===== config.mk =====
export PLATFORM = sky130hd
export DESIGN_NAME = afftx_ctrl
export DESIGN_NICKNAME = d
export VERILOG_FILES = /design/src/rtl/core/afftx_pkg.sv /design/src/rtl/core/afftx_ctrl.sv
export SDC_FILE = /design/constraint.sdc
export NUM_CORES = 1
export LEC_CHECK = 0
export CAP_MARGIN = 20
export CELL_PAD_IN_SITES_DETAIL_PLACEMENT = 0
export CELL_PAD_IN_SITES_GLOBAL_PLACEMENT = 2
export CORE_ASPECT_RATIO = 0.5
export CORE_MARGIN = 5
export CORE_UTILIZATION = 39
export CTS_BUF_LIST = sky130_fd_sc_hd__clkbuf_2 sky130_fd_sc_hd__clkbuf_4 sky130_fd_sc_hd__clkbuf_8
export CTS_CLUSTER_SIZE = 28
export DETAILED_ROUTE_END_ITERATION = 10
export DONT_BUFFER_PORTS = 1
export GPL_TIMING_DRIVEN = 0
export HOLD_SLACK_MARGIN = 0.03
export PLACE_DENSITY = 0.86
export SLEW_MARGIN = 20
export SYNTH_ARGS = -nofsm -noshare
export SYNTH_HDL_FRONTEND = slang
export SYNTH_SLANG_ARGS = --single-unit

===== constraint.sdc =====
create_clock -name aclk -period 5.3 [get_ports aclk]
set_input_delay 0.53 -clock aclk [delete_from_list [all_inputs] [get_ports aclk]]
set_output_delay 0.53 -clock aclk [all_outputs]
set_load 0.01 [all_outputs]

===== src/rtl/core/afftx_pkg.sv =====
package afftx_pkg;

    typedef struct packed {
        logic [1:0]         action;
        logic [1:0]         arg_count;
        logic signed [31:0] arg_a;
        logic signed [31:0] arg_b;
        logic signed [31:0] arg_c;
    } in_t;

    typedef struct packed {
        logic signed [31:0] m_a;
        logic signed [31:0] m_b;
        logic signed [31:0] m_c;
        logic signed [31:0] m_d;
        logic signed [31:0] m_e;
        logic signed [31:0] m_f;
        logic               saturated;
    } out_t;

    localparam logic [1:0] ACT_RESET     = 2'd0;
    localparam logic [1:0] ACT_TRANSLATE = 2'd1;
    localparam logic [1:0] ACT_SCALE     = 2'd2;
    localparam logic [1:0] ACT_ROTATE    = 2'd3;

    localparam logic [2:0] GRP_R  = 3'd0;
    localparam logic [2:0] GRP_U  = 3'd1;
    localparam logic [2:0] GRP_N0 = 3'd2;
    localparam logic [2:0] GRP_N1 = 3'd3;
    localparam logic [2:0] GRP_N2 = 3'd4;
    localparam logic [2:0] GRP_N3 = 3'd5;
    localparam logic [2:0] GRP_N4 = 3'd6;
    localparam logic [2:0] GRP_N5 = 3'd7;

    localparam logic [26:0] DEG2RAD_Q32 = 27'd74961321;
    localparam logic [31:0] GAIN_Q32    = 32'd2608131496;

    typedef enum logic [3:0] {
        OP_NONE,
        OP_LOAD,
        OP_MOD,
        OP_WRAP,
        OP_FOLDH,
        OP_FOLDQ,
        OP_RAD,
        OP_ITER,
        OP_SC,
        OP_COMMIT
    } op_t;

    typedef enum logic [1:0] {
        ACC_HOLD,
        ACC_INIT,
        ACC_ADD
    } acc_op_t;

    typedef struct packed {
        op_t        op;
        logic [4:0] idx;
        logic       mul_en;
        logic [3:0] sel;
        acc_op_t    acc_op;
        logic       store_en;
        logic [2:0] store_grp;
    } cmd_t;

    // Arctangent of 2^-i in Q32; from step 11 on it equals 2^(32-i).
    function automatic logic [33:0] atan_q32(input logic [4:0] i);
        logic [33:0] v;
        case (i)
            5'd0:    v = 34'h0C90FDAA2;
            5'd1:    v = 34'h076B19C16;
            5'd2:    v = 34'h03EB6EBF2;
            5'd3:    v = 34'h01FD5BA9B;
            5'd4:    v = 34'h00FFAADDC;
            5'd5:    v = 34'h007FF556F;
            5'd6:    v = 34'h003FFEAAB;
            5'd7:    v = 34'h001FFFD55;
            5'd8:    v = 34'h000FFFFAB;
            5'd9:    v = 34'h0007FFFF5;
            5'd10:   v = 34'h0003FFFFF;
            default: v = 34'd1 << (6'd32 - {1'b0, i});
        endcase
        return v;
    endfunction

endpackage


===== src/rtl/core/afftx_ctrl.sv =====
module afftx_ctrl #(
    parameter int FRAC_BITS         = 16,
    parameter int CORDIC_ITERATIONS = 16
) (
    input  logic              aclk,
    input  logic              aresetn,
    input  logic              s_valid,
    output logic              s_ready,
    input  logic [1:0]        action,
    input  logic [1:0]        arg_count,
    output logic              m_valid,
    input  logic              m_ready,
    output afftx_pkg::cmd_t   cmd
);

    localparam int MOD_STEPS = (FRAC_BITS >= 24) ? 1 : 24 - FRAC_BITS;
    localparam logic [4:0] MOD_LAST  = 5'(MOD_STEPS - 1);
    localparam logic [4:0] ITER_LAST = 5'(CORDIC_ITERATIONS - 1);

    typedef enum logic [10:0] {
        ST_IDLE  = 11'b00000000001,
        ST_MOD   = 11'b00000000010,
        ST_WRAP  = 11'b00000000100,
        ST_FOLDH = 11'b00000001000,
        ST_FOLDQ = 11'b00000010000,
        ST_RAD   = 11'b00000100000,
        ST_ITER  = 11'b00001000000,
        ST_SC    = 11'b00010000000,
        ST_MAC   = 11'b00100000000,
        ST_LAST  = 11'b01000000000,
        ST_DONE  = 11'b10000000000
    } state_t;

    state_t     state_reg, state_next;
    logic [4:0] cnt_reg, cnt_next;
    logic [2:0] grp_reg, grp_next;
    logic [1:0] ph_reg, ph_next;
    logic       pt_reg, pt_next;
    logic       out_valid_reg, out_valid_next;

    assign s_ready = (state_reg == ST_IDLE);
    assign m_valid = out_valid_reg;

    always_comb begin
        state_next     = state_reg;
        cnt_next       = cnt_reg;
        grp_next       = grp_reg;
        ph_next        = ph_reg;
        pt_next        = pt_reg;
        out_valid_next = out_valid_reg && !m_ready;
        cmd            = '0;
        cmd.op         = afftx_pkg::OP_NONE;
        cmd.acc_op     = afftx_pkg::ACC_HOLD;
        case (state_reg)
            ST_IDLE: begin
                if (s_valid) begin
                    cmd.op   = afftx_pkg::OP_LOAD;
                    pt_next  = (action == afftx_pkg::ACT_ROTATE) && (arg_count == 2'd3);
                    grp_next = afftx_pkg::GRP_N0;
                    ph_next  = 2'd0;
                    case (action)
                        afftx_pkg::ACT_RESET: state_next = ST_DONE;
                        afftx_pkg::ACT_ROTATE: begin
                            state_next = ST_MOD;
                            cnt_next   = MOD_LAST;
                        end
                        default: state_next = ST_MAC;
                    endcase
                end
            end
            ST_MOD: begin
                cmd.op  = afftx_pkg::OP_MOD;
                cmd.idx = cnt_reg;
                if (cnt_reg == 5'd0) begin
                    state_next = ST_WRAP;
                end else begin
                    cnt_next = cnt_reg - 5'd1;
                end
            end
            ST_WRAP: begin
                cmd.op     = afftx_pkg::OP_WRAP;
                state_next = ST_FOLDH;
            end
            ST_FOLDH: begin
                cmd.op     = afftx_pkg::OP_FOLDH;
                state_next = ST_FOLDQ;
            end
            ST_FOLDQ: begin
                cmd.op     = afftx_pkg::OP_FOLDQ;
                state_next = ST_RAD;
            end
            ST_RAD: begin
                cmd.op     = afftx_pkg::OP_RAD;
                cnt_next   = 5'd0;
                state_next = ST_ITER;
            end
            ST_ITER: begin
                cmd.op  = afftx_pkg::OP_ITER;
                cmd.idx = cnt_reg;
                if (cnt_reg == ITER_LAST) begin
                    state_next = ST_SC;
                end else begin
                    cnt_next = cnt_reg + 5'd1;
                end
            end
            ST_SC: begin
                cmd.op     = afftx_pkg::OP_SC;
                grp_next   = pt_reg ? afftx_pkg::GRP_R : afftx_pkg::GRP_N0;
                ph_next    = 2'd0;
                state_next = ST_MAC;
            end
            ST_MAC: begin
                cmd.sel = {grp_reg, ph_reg[0]};
                case (ph_reg)
                    2'd0: begin
                        cmd.mul_en    = 1'b1;
                        cmd.acc_op    = afftx_pkg::ACC_INIT;
                        cmd.store_en  = (grp_reg != afftx_pkg::GRP_R) &&
                                        !(grp_reg == afftx_pkg::GRP_N0 && !pt_reg);
                        cmd.store_grp = grp_reg - 3'd1;
                        ph_next       = 2'd1;
                    end
                    2'd1: begin
                        cmd.mul_en = 1'b1;
                        cmd.acc_op = afftx_pkg::ACC_ADD;
                        ph_next    = 2'd2;
                    end
                    default: begin
                        cmd.acc_op = afftx_pkg::ACC_ADD;
                        ph_next    = 2'd0;
                        if (grp_reg == afftx_pkg::GRP_N5) begin
                            state_next = ST_LAST;
                        end else begin
                            grp_next = grp_reg + 3'd1;
                        end
                    end
                endcase
            end
            ST_LAST: begin
                cmd.store_en  = 1'b1;
                cmd.store_grp = afftx_pkg::GRP_N5;
                state_next    = ST_DONE;
            end
            ST_DONE: begin
                if (!out_valid_reg || m_ready) begin
                    cmd.op         = afftx_pkg::OP_COMMIT;
                    out_valid_next = 1'b1;
                    state_next     = ST_IDLE;
                end
            end
            default: state_next = ST_IDLE;
        endcase
    end

    always_ff @(posedge aclk) begin
        if (!aresetn) begin
            state_reg     <= ST_IDLE;
            cnt_reg       <= '0;
            grp_reg       <= '0;
            ph_reg        <= '0;
            pt_reg        <= 1'b0;
            out_valid_reg <= 1'b0;
        end else begin
            state_reg     <= state_next;
            cnt_reg       <= cnt_next;
            grp_reg       <= grp_next;
            ph_reg        <= ph_next;
            pt_reg        <= pt_next;
            out_valid_reg <= out_valid_next;
        end
    end

endmodule


# After elaboration in Yosys (flattened, before gate mapping)
# Index checks and enable logic that the tools add are counted.
# totals
rom_bits	0
memories	0
wordCells	91
latchBits	0
input_bits	8
mem_bits_rw	0
reg_bits	23
output_inout_bits	22
# classes
magnitude_cmp	0
n_mul	0
reduce_logical	22
mux	32
n_shift	0
n_eq_ne	27
bitwise_logic	0
add_sub_neg	4
div	0
# ops
op	count
case mux 11 bit (11 select lines)	1
two-way mux 11 bit	6
case mux 4 bit (9 select lines)	1
two-way mux 5 bit	5
case mux 11 bit (2 select lines)	1
case mux 5 bit (4 select lines)	1
inequality test 2 bit, second input constant	9
equality test 11 x 1 -> 1 bit, second input constant	1
equality test 11 x 10 -> 1 bit, second input constant	1
equality test 11 bit, second input constant	1
equality test 11 x 2 -> 1 bit, second input constant	1
equality test 11 x 3 -> 1 bit, second input constant	1
equality test 11 x 4 -> 1 bit, second input constant	1
equality test 11 x 5 -> 1 bit, second input constant	1
equality test 11 x 6 -> 1 bit, second input constant	1
equality test 11 x 7 -> 1 bit, second input constant	1
equality test 11 x 8 -> 1 bit, second input constant	1
equality test 11 x 9 -> 1 bit, second input constant	1
two-way mux 3 bit	3
case mux 3 bit (3 select lines)	1
two-way mux 4 bit	2
case mux 4 bit (2 select lines)	1
two-way mux 7 bit	1
two-way mux 2 bit	3
25 further kinds	39

# Longest topological paths before layout
# Gate-level depths: netlist of the first run.
# logic_depth
ltp_word	6
ltp_mapped	10
mapped_depth_nobuf	9

# Worst setup path before layout of the first run
# Ideal clock, no wire load.
# synth_timing
path_kind	flip-flop to flip-flop
start	register state_reg[1]
end	register cnt_reg[4]
stages_incl_launch_ff	10
path_buffers	1
period_less_slack_ps	2653
slack_ps	2647
setup_ps	116
arrival_time_ps	2537
t_required_ps	5184
cell_sequence	dfxtp_1 > buf_2 > nor4_4 > nand4_1 > ha_1 > nor2b_1 > o21a_1 > or3_1 > a2111o_1 > o211a_1
# synth_via
elab_chain_len	3
elab_cells_between_ends	11
cone_classes	eq/ne: 8; mux: 1; reduce/logical: 2
# synth_rtl
item	line_no	text
start, declared	afftx_ctrl.sv:34	state_t state_reg, state_next;
start signal, assigned	afftx_ctrl.sv:164	state_reg <= state_next;
equality test 11 x 7 -> 1 bit (tied with other cells)	afftx_ctrl.sv:54	case (state_reg)
inequality test 2 bit (no source line) (tied with other cells)	-	
AND reduction 5 bit (no source line)	-	
end signal, assigned	afftx_ctrl.sv:165	cnt_reg <= cnt_next;
end, declared	afftx_ctrl.sv:35	logic [4:0] cnt_reg, cnt_next;
# Several ways; a longest one is shown, not always the timed one.
# A chain may end at the register's enable or synchronous reset.

# Worst setup path in the final report of the first run
# layout_timing
start	register state_reg[10]
end	register cnt_reg[4]
# Same word-level chain as after synthesis.

==> flow_summary.toml, run 1 <==
[outcome]
status = "complete, no violations"

[pwr]
p_leak_nw = 0.761
power_mw = 0.556
power_density_nw_per_um2 = 304
irDropWorstVdd_mv = 0.129

[cells_and_area]
largest_reg_flops = 11
final_layout_size_suffix_gt1_share_pct = 12.0
stdcell_area_um2 = 1830
stdcell_count = 274
fillers = 443
fin_util_pct = 42.3
final_common_cell = "nor2_1"
syn_to_final_growth_pct = 6.88
multi_input_area_um2 = 1150
diodes = 0
regArea_um2 = 460
final_cell_mix = "nor2_1 (31), dfxtp_1 (23), nand2_1 (13), o21ai_0 (13)"
nets = 238

[setup_path]
reg2reg_slack_ns = 2.26
critPathMaxFanout = 7
required_ns = 5.47
timing.rr.end = "cnt_reg[4]"
crit_path_start_kind = "flop"
arrival_ns = 3.21
r2r_start = "state_reg[10]"
end_kind = "flop"
r2r_cells = 8
worstSetupPathType = "reg2reg"

[route]
drc = 0
viasPerCell = 5.65
ant_nets = 0
dr.pass1.iters = 4
routed_wl_um = 4290
vias = 1547
routedWlPerCell_um = 15.7
drt-initial-drc-count = 85

[clock_tree]
clock_path_buffers = 2
post_cts_buffers = 0
cts_root_buf = "clkbuf_8"
clock_latency_ns = 0.27
clkSlewWorstSetupHoldPaths_ns = 0.09
cts_buffers = 3
cts_hold_buf = 0
cts_tree = "yes"
cts-htree-levels = 1
clock_sinks = 23
post_cts_resized = 0

[floorplanning]
die-area_um2 = 5890
die_x_um = 104
pin_count = 30
rows = 17
die_h_um = 56.8
core_um2 = 4320
start_util_pct = 39.6

[global_routing]
first_global_vias = 1461
grt_pass1_wl_um = 7280
gr-total-overflow = 0
grt_max_degree = 14
grtUsageTotal_pct = 15.0
antenna_found_initial = 0

[flow_run]
maxCapViolCount = 0

[sta]
max_freq_ghz = 0.329
clock_skew_ns = 0.00713
tns_ns = 0
setup_viol = 0
period_needed_ns = 3.04
hold_viol_final = 0
period_share_pct = 57.3
rsz0062_at_grt = "no"
worst_slew_pin_slew_ns = 0.560
slew_viol_final = 0
timing.max_slew.rel_slack_pct = 62.3

[placement]
post-dp-hpwl_um = 3310
dpl_cell_area_um2 = 1780
dp_cells = 270
gp_congestion = 0.801
io_buffers = 0

[yosys]
synth_enable_flop_cells = 0
ys.flop_type = "dfxtp_1"
syn_area_um2 = 1710
syn_nets = 233
synth_cell_types = 52
ys_ff_latch = 23
avgSynthCellArea_um2 = 8.02
yosysTopAreaCell = "dfxtp_1"
yosysWarningCount = 0
synthTopCellsByArea = "dfxtp_1 (27%), ha_1 (8.1%), nor2_1 (6.8%), nor4_4 (5.0%), o21ai_0 (3.8%)"
async_flop_share_pct = 0
yosysSeqAreaShare_pct = 26.9
yosys.area.top_type_share_pct = 26.9
synth_cells = 213

[hold_path]
min-delay-start = "m_ready"
min_to = "m_valid"
hold_depth = 3
holdCritPathClass = "in2reg"
## worst max-delay path, cell delays in order (launching register included)
cell and delay [ns]:
dfxtp_1 0.40, nor3_1 0.52, nand4_1 0.41, ha_1 0.45, nor2b_1 0.15, o21a_1 0.19
or3_1 0.31, a2111o_1 0.37, o211a_1 0.13
## per-layer routing
layer | track usage (%) | up-vias | routed length, um
li1 | - | 775 | -
met1 | 21.0 | 734 | 2150
met2 | 23.6 | 36 | 1910
met3 | 3.67 | 2 | 211
met4 | 2.24 | 0 | 14
met5 | 0 | - | 0
## synth_stat cells (all sizes together), types with 2 or more instances
master   n
a311oi   2
or4      2
nor3b    2
nor3     6
and3     3
nor4     4
buf      9
a21oi   11
o221a    3
o21ai   13
nand3    9
a21o     2
a211oi   2
nand2b   3
and2     9
or3      2
xor2     3
a21boi   2
a2111o   2
nor2    31
nand2   13
ha      11
nand4    9
dfxtp   23
inv     11
nor2b    3
xnor2    5
## worst max path at each step
stage,from,end,depth (start not counted)
floorplan,state_reg[1],cnt_reg[4],9
detailed placement,state_reg[10],cnt_reg[4],8
global route,state_reg[10],cnt_reg[4],8
global placement,state_reg[10],cnt_reg[4],8
finish,state_reg[10],cnt_reg[4],8
CTS,state_reg[10],cnt_reg[4],8
## power by group
group	internal (mW)	switching (mW)
registers	0.188	0.0222
clock network	0.0527	0.0627
logic	0.0918	0.138
## area by class of cell
type                       count  share of cell area, %
tap                           57                   3.90
multi-input combinational    168                   62.9
clock inverter                 1                  0.274
inverter                      12                   2.47
clock buffer                   3                   2.26
sequential                    23                   25.2
buffer                        10                   3.01
## through the flow
stage	hold WS, ns	worst slack, ns
floorplan	0.457	2.65
global placement	0.468	2.34
detailed placement	0.478	2.28
CTS	0.463	2.25
global route	0.496	2.00
finish	0.472	2.26
## cell families after synthesis
family	synth area share [%]
and+or+nand+nor	34.5
AOI/OAI and AO/OA	19.4
DFF	26.9
buffers and inverters	5.86
adders and majority gates	9.22
xor gates and xnor gates	4.10
Note: power is estimated with default switching activity, not from simulation.
==> run 2: changes to the inputs <==
- CORE_UTILIZATION: 39 -> 38
- PLACE_DENSITY: 0.86 -> 0.84
- clock period: 5.3 -> 2.8 ns (I/O delays scaled with it)
==> run 2 against run 1 <==
Compared with the run above: sequential share of layout area is 0.47 points lower; highest routed layer unchanged; first-iteration DRC count decreased by 22%; cell count increased by 1.5%; critical path depth up 2; register-to-register slack worse by 2.1 ns; clock skew shrank 0.0019 ns; power increased by 93%; die area increased by 2.3%; utilization rose by 0.18 points; critical endpoint unchanged.
==> flow_summary.toml, run 2 (same netlist as run 1, synthesis figures left out) <==
[pwr]
p_int_mw = 0.638
switching_share_pct = 40.4
p_leak_nw = 0.782
seqPwrFrac_pct = 37.3
power_density_nw_per_um2 = 575
p_comb_share_pct = 41.9
p_sw_mw = 0.433
irDropWorstVdd_mv = 0.210
pwr-share-clk_pct = 20.8

[global_routing]
grt_use_met3_pct = 3.95
grt_max_degree = 14
grt_pass1_wl_um = 7120
grt_busiest_layer = "met2"
grtUsageTotal_pct = 14.5
gr-total-overflow = 0
gr-usage-met1_pct = 20.3
antenna_found_initial = 0
use_met2_pct = 22.3
first_global_vias = 1398

[floorplanning]
die_h_um = 57.4
core_um2 = 4380
pin_count = 30
rows = 17
die_x_um = 105
die-area_um2 = 6020
start_util_pct = 39.0

[sta]
max_freq_ghz = 0.374
hold_viol_final = 0
period_share_pct = 95.4
timing.max_slew.rel_slack_pct = 58.0
rsz0062_at_grt = "no"
setup_ws_ns = 0.130
period_needed_ns = 2.67
worst_slew_pin_slew_ns = 0.625
slew_viol_final = 0
setup_viol = 0
clock_skew_ns = 0.00528
tns_ns = 0

[setup_path]
end_kind = "flop"
arrival_ns = 2.85
worstSetupPathType = "reg2reg"
crit_path_start_kind = "flop"
reg2reg_slack_ns = 0.13
critPathMaxFanout = 7
required_ns = 2.98

[route]
routed_wl_um = 4370
ant_nets = 0
dr.pass1.iters = 4
viasPerCell = 5.60
vias = 1558
drt-initial-drc-count = 66
drc = 0
routedWlPerCell_um = 15.7

[cells_and_area]
final_common_cell = "nor2_1"
final_cell_mix = "nor2_1 (31), dfxtp_1 (23), nand2_1 (13), o21ai_0 (13)"
final_layout_size_suffix_gt1_share_pct = 14.0
diodes = 0
largest_reg_flops = 11
fillers = 451
syn_to_final_growth_pct = 8.93
nets = 242
stdcell_area_um2 = 1860

[flow_run]
maxCapViolCount = 0

[clock_tree]
clkSlewWorstSetupHoldPaths_ns = 0.09
clock_path_buffers = 2
cts_root_buf = "clkbuf_8"
cts-htree-levels = 1
cts_buffers = 3
cts_hold_buf = 0
clock_latency_ns = 0.28
cts_tree = "yes"
clock_sinks = 23

[placement]
place_ws_ns = -0.196
gp_congestion = 0.769
dpl_cell_area_um2 = 1780
io_buffers = 0
post-dp-hpwl_um = 3280

[outcome]
status = "complete, no violations"

[hold_path]
holdCritPathClass = "in2reg"
## run 2: cell count changes in the layout (fill, tap and decap cells not counted), sizes merged
cell	before	now
buf	9	13
## run 2: cell type report
cell class	instances	area [um^2]	area share, %
Inverter	12	45.0	2.42
Timing Repair Buffer	4	30.0	1.61
Multi-Input combinational cell	168	1150	62.0
Clock inverter	1	5.00	0.269
Buffer	10	55.1	2.96
Sequential cell	23	460	24.7
Clock buffer	3	41.3	2.22
Tap cell	57	71.3	3.83
## run 2: critical path, stage by stage, from the launching register on
cell and delay (ns):
dfxtp_1 0.30, buf_2 0.17, nor4_4 0.35, nand4_1 0.12
buf_4 0.18, ha_1 0.31, nor2b_1 0.15, o21a_1 0.19
or3_1 0.31, a2111o_1 0.37, o211a_1 0.13
## run 2: repair_timing
action	4_1_cts	5_1_grt
gates cloned	0	0
endpoints found under the setup margin	2	2
buffers inserted	2	2
gates resized for setup	1	0
pin swaps	2	1
## run 2: through the flow
stage | util, % | total power [mW] | hold WS, ns | cells
floorplan | - | 0.743 | 0.457 | 213
global placement | 40.6 | 0.836 | 0.468 | 270
detailed placement | 40.6 | 0.842 | 0.474 | 270
CTS | 42.1 | 1.07 | 0.228 | 276
global route | 42.5 | 1.16 | 0.267 | 278
finish | 42.5 | 1.07 | 0.228 | 278
## run 2: routing by layer
layer,routed length (um),vias to the layer above
li1,-,786
met1,2270,742
met2,1890,26
met3,179,4
met4,31,0
met5,0,-
## run 2: final timing paths
kind                start         end  cells past startpoint
min               m_ready     m_valid                      3
max          state_reg[1]  cnt_reg[4]                     10
max reg2reg  state_reg[1]  cnt_reg[4]                     10
min reg2reg     ph_reg[0]   ph_reg[0]                      2
## run 2: power by group through the flow
stage | combinational (mW) | sequential (mW) | clock (mW)
after floorplan | 0.347 | 0.396 | 0
after global routing | 0.509 | 0.405 | 0.242
final | 0.448 | 0.400 | 0.223
after global placement | 0.430 | 0.406 | 0
after detailed placement | 0.436 | 0.406 | 0
after CTS | 0.439 | 0.399 | 0.227
==> run 3: changes to the inputs <==
- clock period: 2.8 -> 3 ns (I/O delays scaled with it)
==> run 3 against run 2 <==
Compared with the run above: maximum frequency down 6.0%; hold slack improved by 0.016 ns; die area is the same; cell count decreased by 0.72%; count of clock-buffer cells in the layout did not move; utilization shrank 0.46 points; first-iteration DRC count grew 9.1%; sequential power shrank 6.8%; final area is 1.1% lower; clock power is 4% lower; critical endpoint unchanged; largest power group unchanged.
==> flow_summary.toml, run 3 (same netlist as run 1, synthesis figures left out) <==
[floorplanning]
rows = 17
die_x_um = 105
die_h_um = 57.4
core_um2 = 4380
pin_count = 30
start_util_pct = 39.0
die-area_um2 = 6020

[cells_and_area]
largest_reg_flops = 11
nets = 240
stdcell_count = 276
syn_to_final_growth_pct = 7.76
final_common_cell = "nor2_1"
final_cell_mix = "nor2_1 (31), dfxtp_1 (23), nand2_1 (13), o21ai_0 (13)"
diodes = 0
final_layout_size_suffix_gt1_share_pct = 12.8

[setup_path]
reg2reg_slack_ns = 0.16
arrival_ns = 3.02
cp_slowest_cell = "nor3_1"
required_ns = 3.18
crit_chain = "nor3_1, nand4_1, buf_4, ha_1, nor2b_1, o21a_1, or3_1, a2111o_1, o211a_1"
timing.rr.end = "cnt_reg[4]"
r2r_cells = 9
critPathMaxFanout = 7
crit_path_start_kind = "flop"
r2r_start = "state_reg[10]"
worstSetupPathType = "reg2reg"
end_kind = "flop"
cpPeakStageDelay_ns = 0.54

[route]
drc = 0
viasPerCell = 5.61
routed_wl_um = 4400
dr.pass1.iters = 4
ant_nets = 0
vias = 1549
drt-initial-drc-count = 72
routedWlPerCell_um = 15.9

[flow_run]
maxCapViolCount = 0

[sta]
worst_slew_pin_slew_ns = 0.629
rsz0062_at_grt = "no"
hold_viol_final = 0
max_freq_ghz = 0.352
clock_skew_ns = 0.00633
slew_viol_final = 0
tns_ns = 0
setup_ws_ns = 0.161
timing.max_slew.rel_slack_pct = 57.8
setup_viol = 0
period_share_pct = 94.6
period_needed_ns = 2.84

[global_routing]
first_global_vias = 1406
antenna_found_initial = 0
grt_pass1_wl_um = 7120
gr-total-overflow = 0
grt_max_degree = 14
grtUsageTotal_pct = 14.5

[placement]
gp_congestion = 0.769
place_ws_ns = 0.00380
dp_cells = 270
post-dp-hpwl_um = 3280
io_buffers = 0

[clock_tree]
post_cts_buffers = 2
cts_tree = "yes"
clock_latency_ns = 0.28
cts_root_buf = "clkbuf_8"
post_cts_resized = 0
cts_buffers = 3
clkSlewWorstSetupHoldPaths_ns = 0.10
clock_path_buffers = 2
clock_sinks = 23
cts-htree-levels = 1
cts_hold_buf = 0

[pwr]
irDropWorstVdd_mv = 0.207
power_density_nw_per_um2 = 542
p_leak_nw = 0.769

[outcome]
status = "complete, no violations"

[hold_path]
holdCritPathClass = "in2reg"
min-delay-start = "m_ready"
min_to = "m_valid"
hold_depth = 3
==> run 3: cell count changes in the layout (fill, tap and decap cells not counted), sizes merged <==
cell	before	now
buf	13	11
==> run 3: final cells by class <==
cell class,instances,area (um^2)
multi-input combinational,168,1150
fill,453,2540
tap,57,71.3
clock buffer,3,41.3
buffer,10,55.1
sequential,23,460
timing repair buffer,2,15.0
clock inverter,1,5.00
inverter,12,45.0
==> run 3: power by group <==
part	switching, mW	total, mW	internal (mW)
sequential	0.0396	0.373	0.333
clock	0.120	0.214	0.0934
combinational	0.249	0.411	0.162
total	0.409	0.998	0.589
==> run 3: worst max-delay path by stage <==
stage | slack [ns] | startpoint | end | cells after the start
after floorplan | 0.35 | state_reg[1] | cnt_reg[4] | 9
after global placement | 0.03 | state_reg[10] | cnt_reg[4] | 8
after detailed placement | 0.004 | state_reg[1] | cnt_reg[4] | 9
after CTS | 0.18 | state_reg[1] | cnt_reg[4] | 10
after global routing | 0.03 | state_reg[10] | cnt_reg[3] | 10
final | 0.16 | state_reg[10] | cnt_reg[4] | 9
==> run 3: routing by layer <==
| metal | GRT usage [%] | vias to the layer above | routed length (um) |
|---|---|---|---|
| met3 | 3.95 | 4 | 212 |
| li1 | - | 780 | - |
| met2 | 22.4 | 32 | 1870 |
| met5 | 0 | - | 0 |
| met4 | 3.46 | 0 | 30 |
| met1 | 20.2 | 733 | 2280 |
==> run 3: critical path: cells and delay by family, from the launching register on <==
kind	cells	cell delay, ns
and+or+nand+nor	4	1.15
AOI/OAI and AO/OA	3	0.69
DFF	1	0.40
adders and majority gates	1	0.31
buffers and inverters	1	0.19
==> run 3: through the flow <==
| step | total power, mW | cell area [um^2] | utilization, % | hold WS (ns) |
|---|---|---|---|---|
| 4_1_cts | 0.993 | 1840 | 42.0 | 0.248 |
| 5_1_grt | 1.07 | 1840 | 42.0 | 0.287 |
| 3_5_place_dp | 0.786 | 1780 | 40.6 | 0.474 |
| 3_3_place_gp | 0.780 | 1780 | 40.6 | 0.468 |
| 6_report | 0.998 | 1840 | 42.0 | 0.244 |
| 2_1_floorplan | 0.694 | 1710 | - | 0.457 |
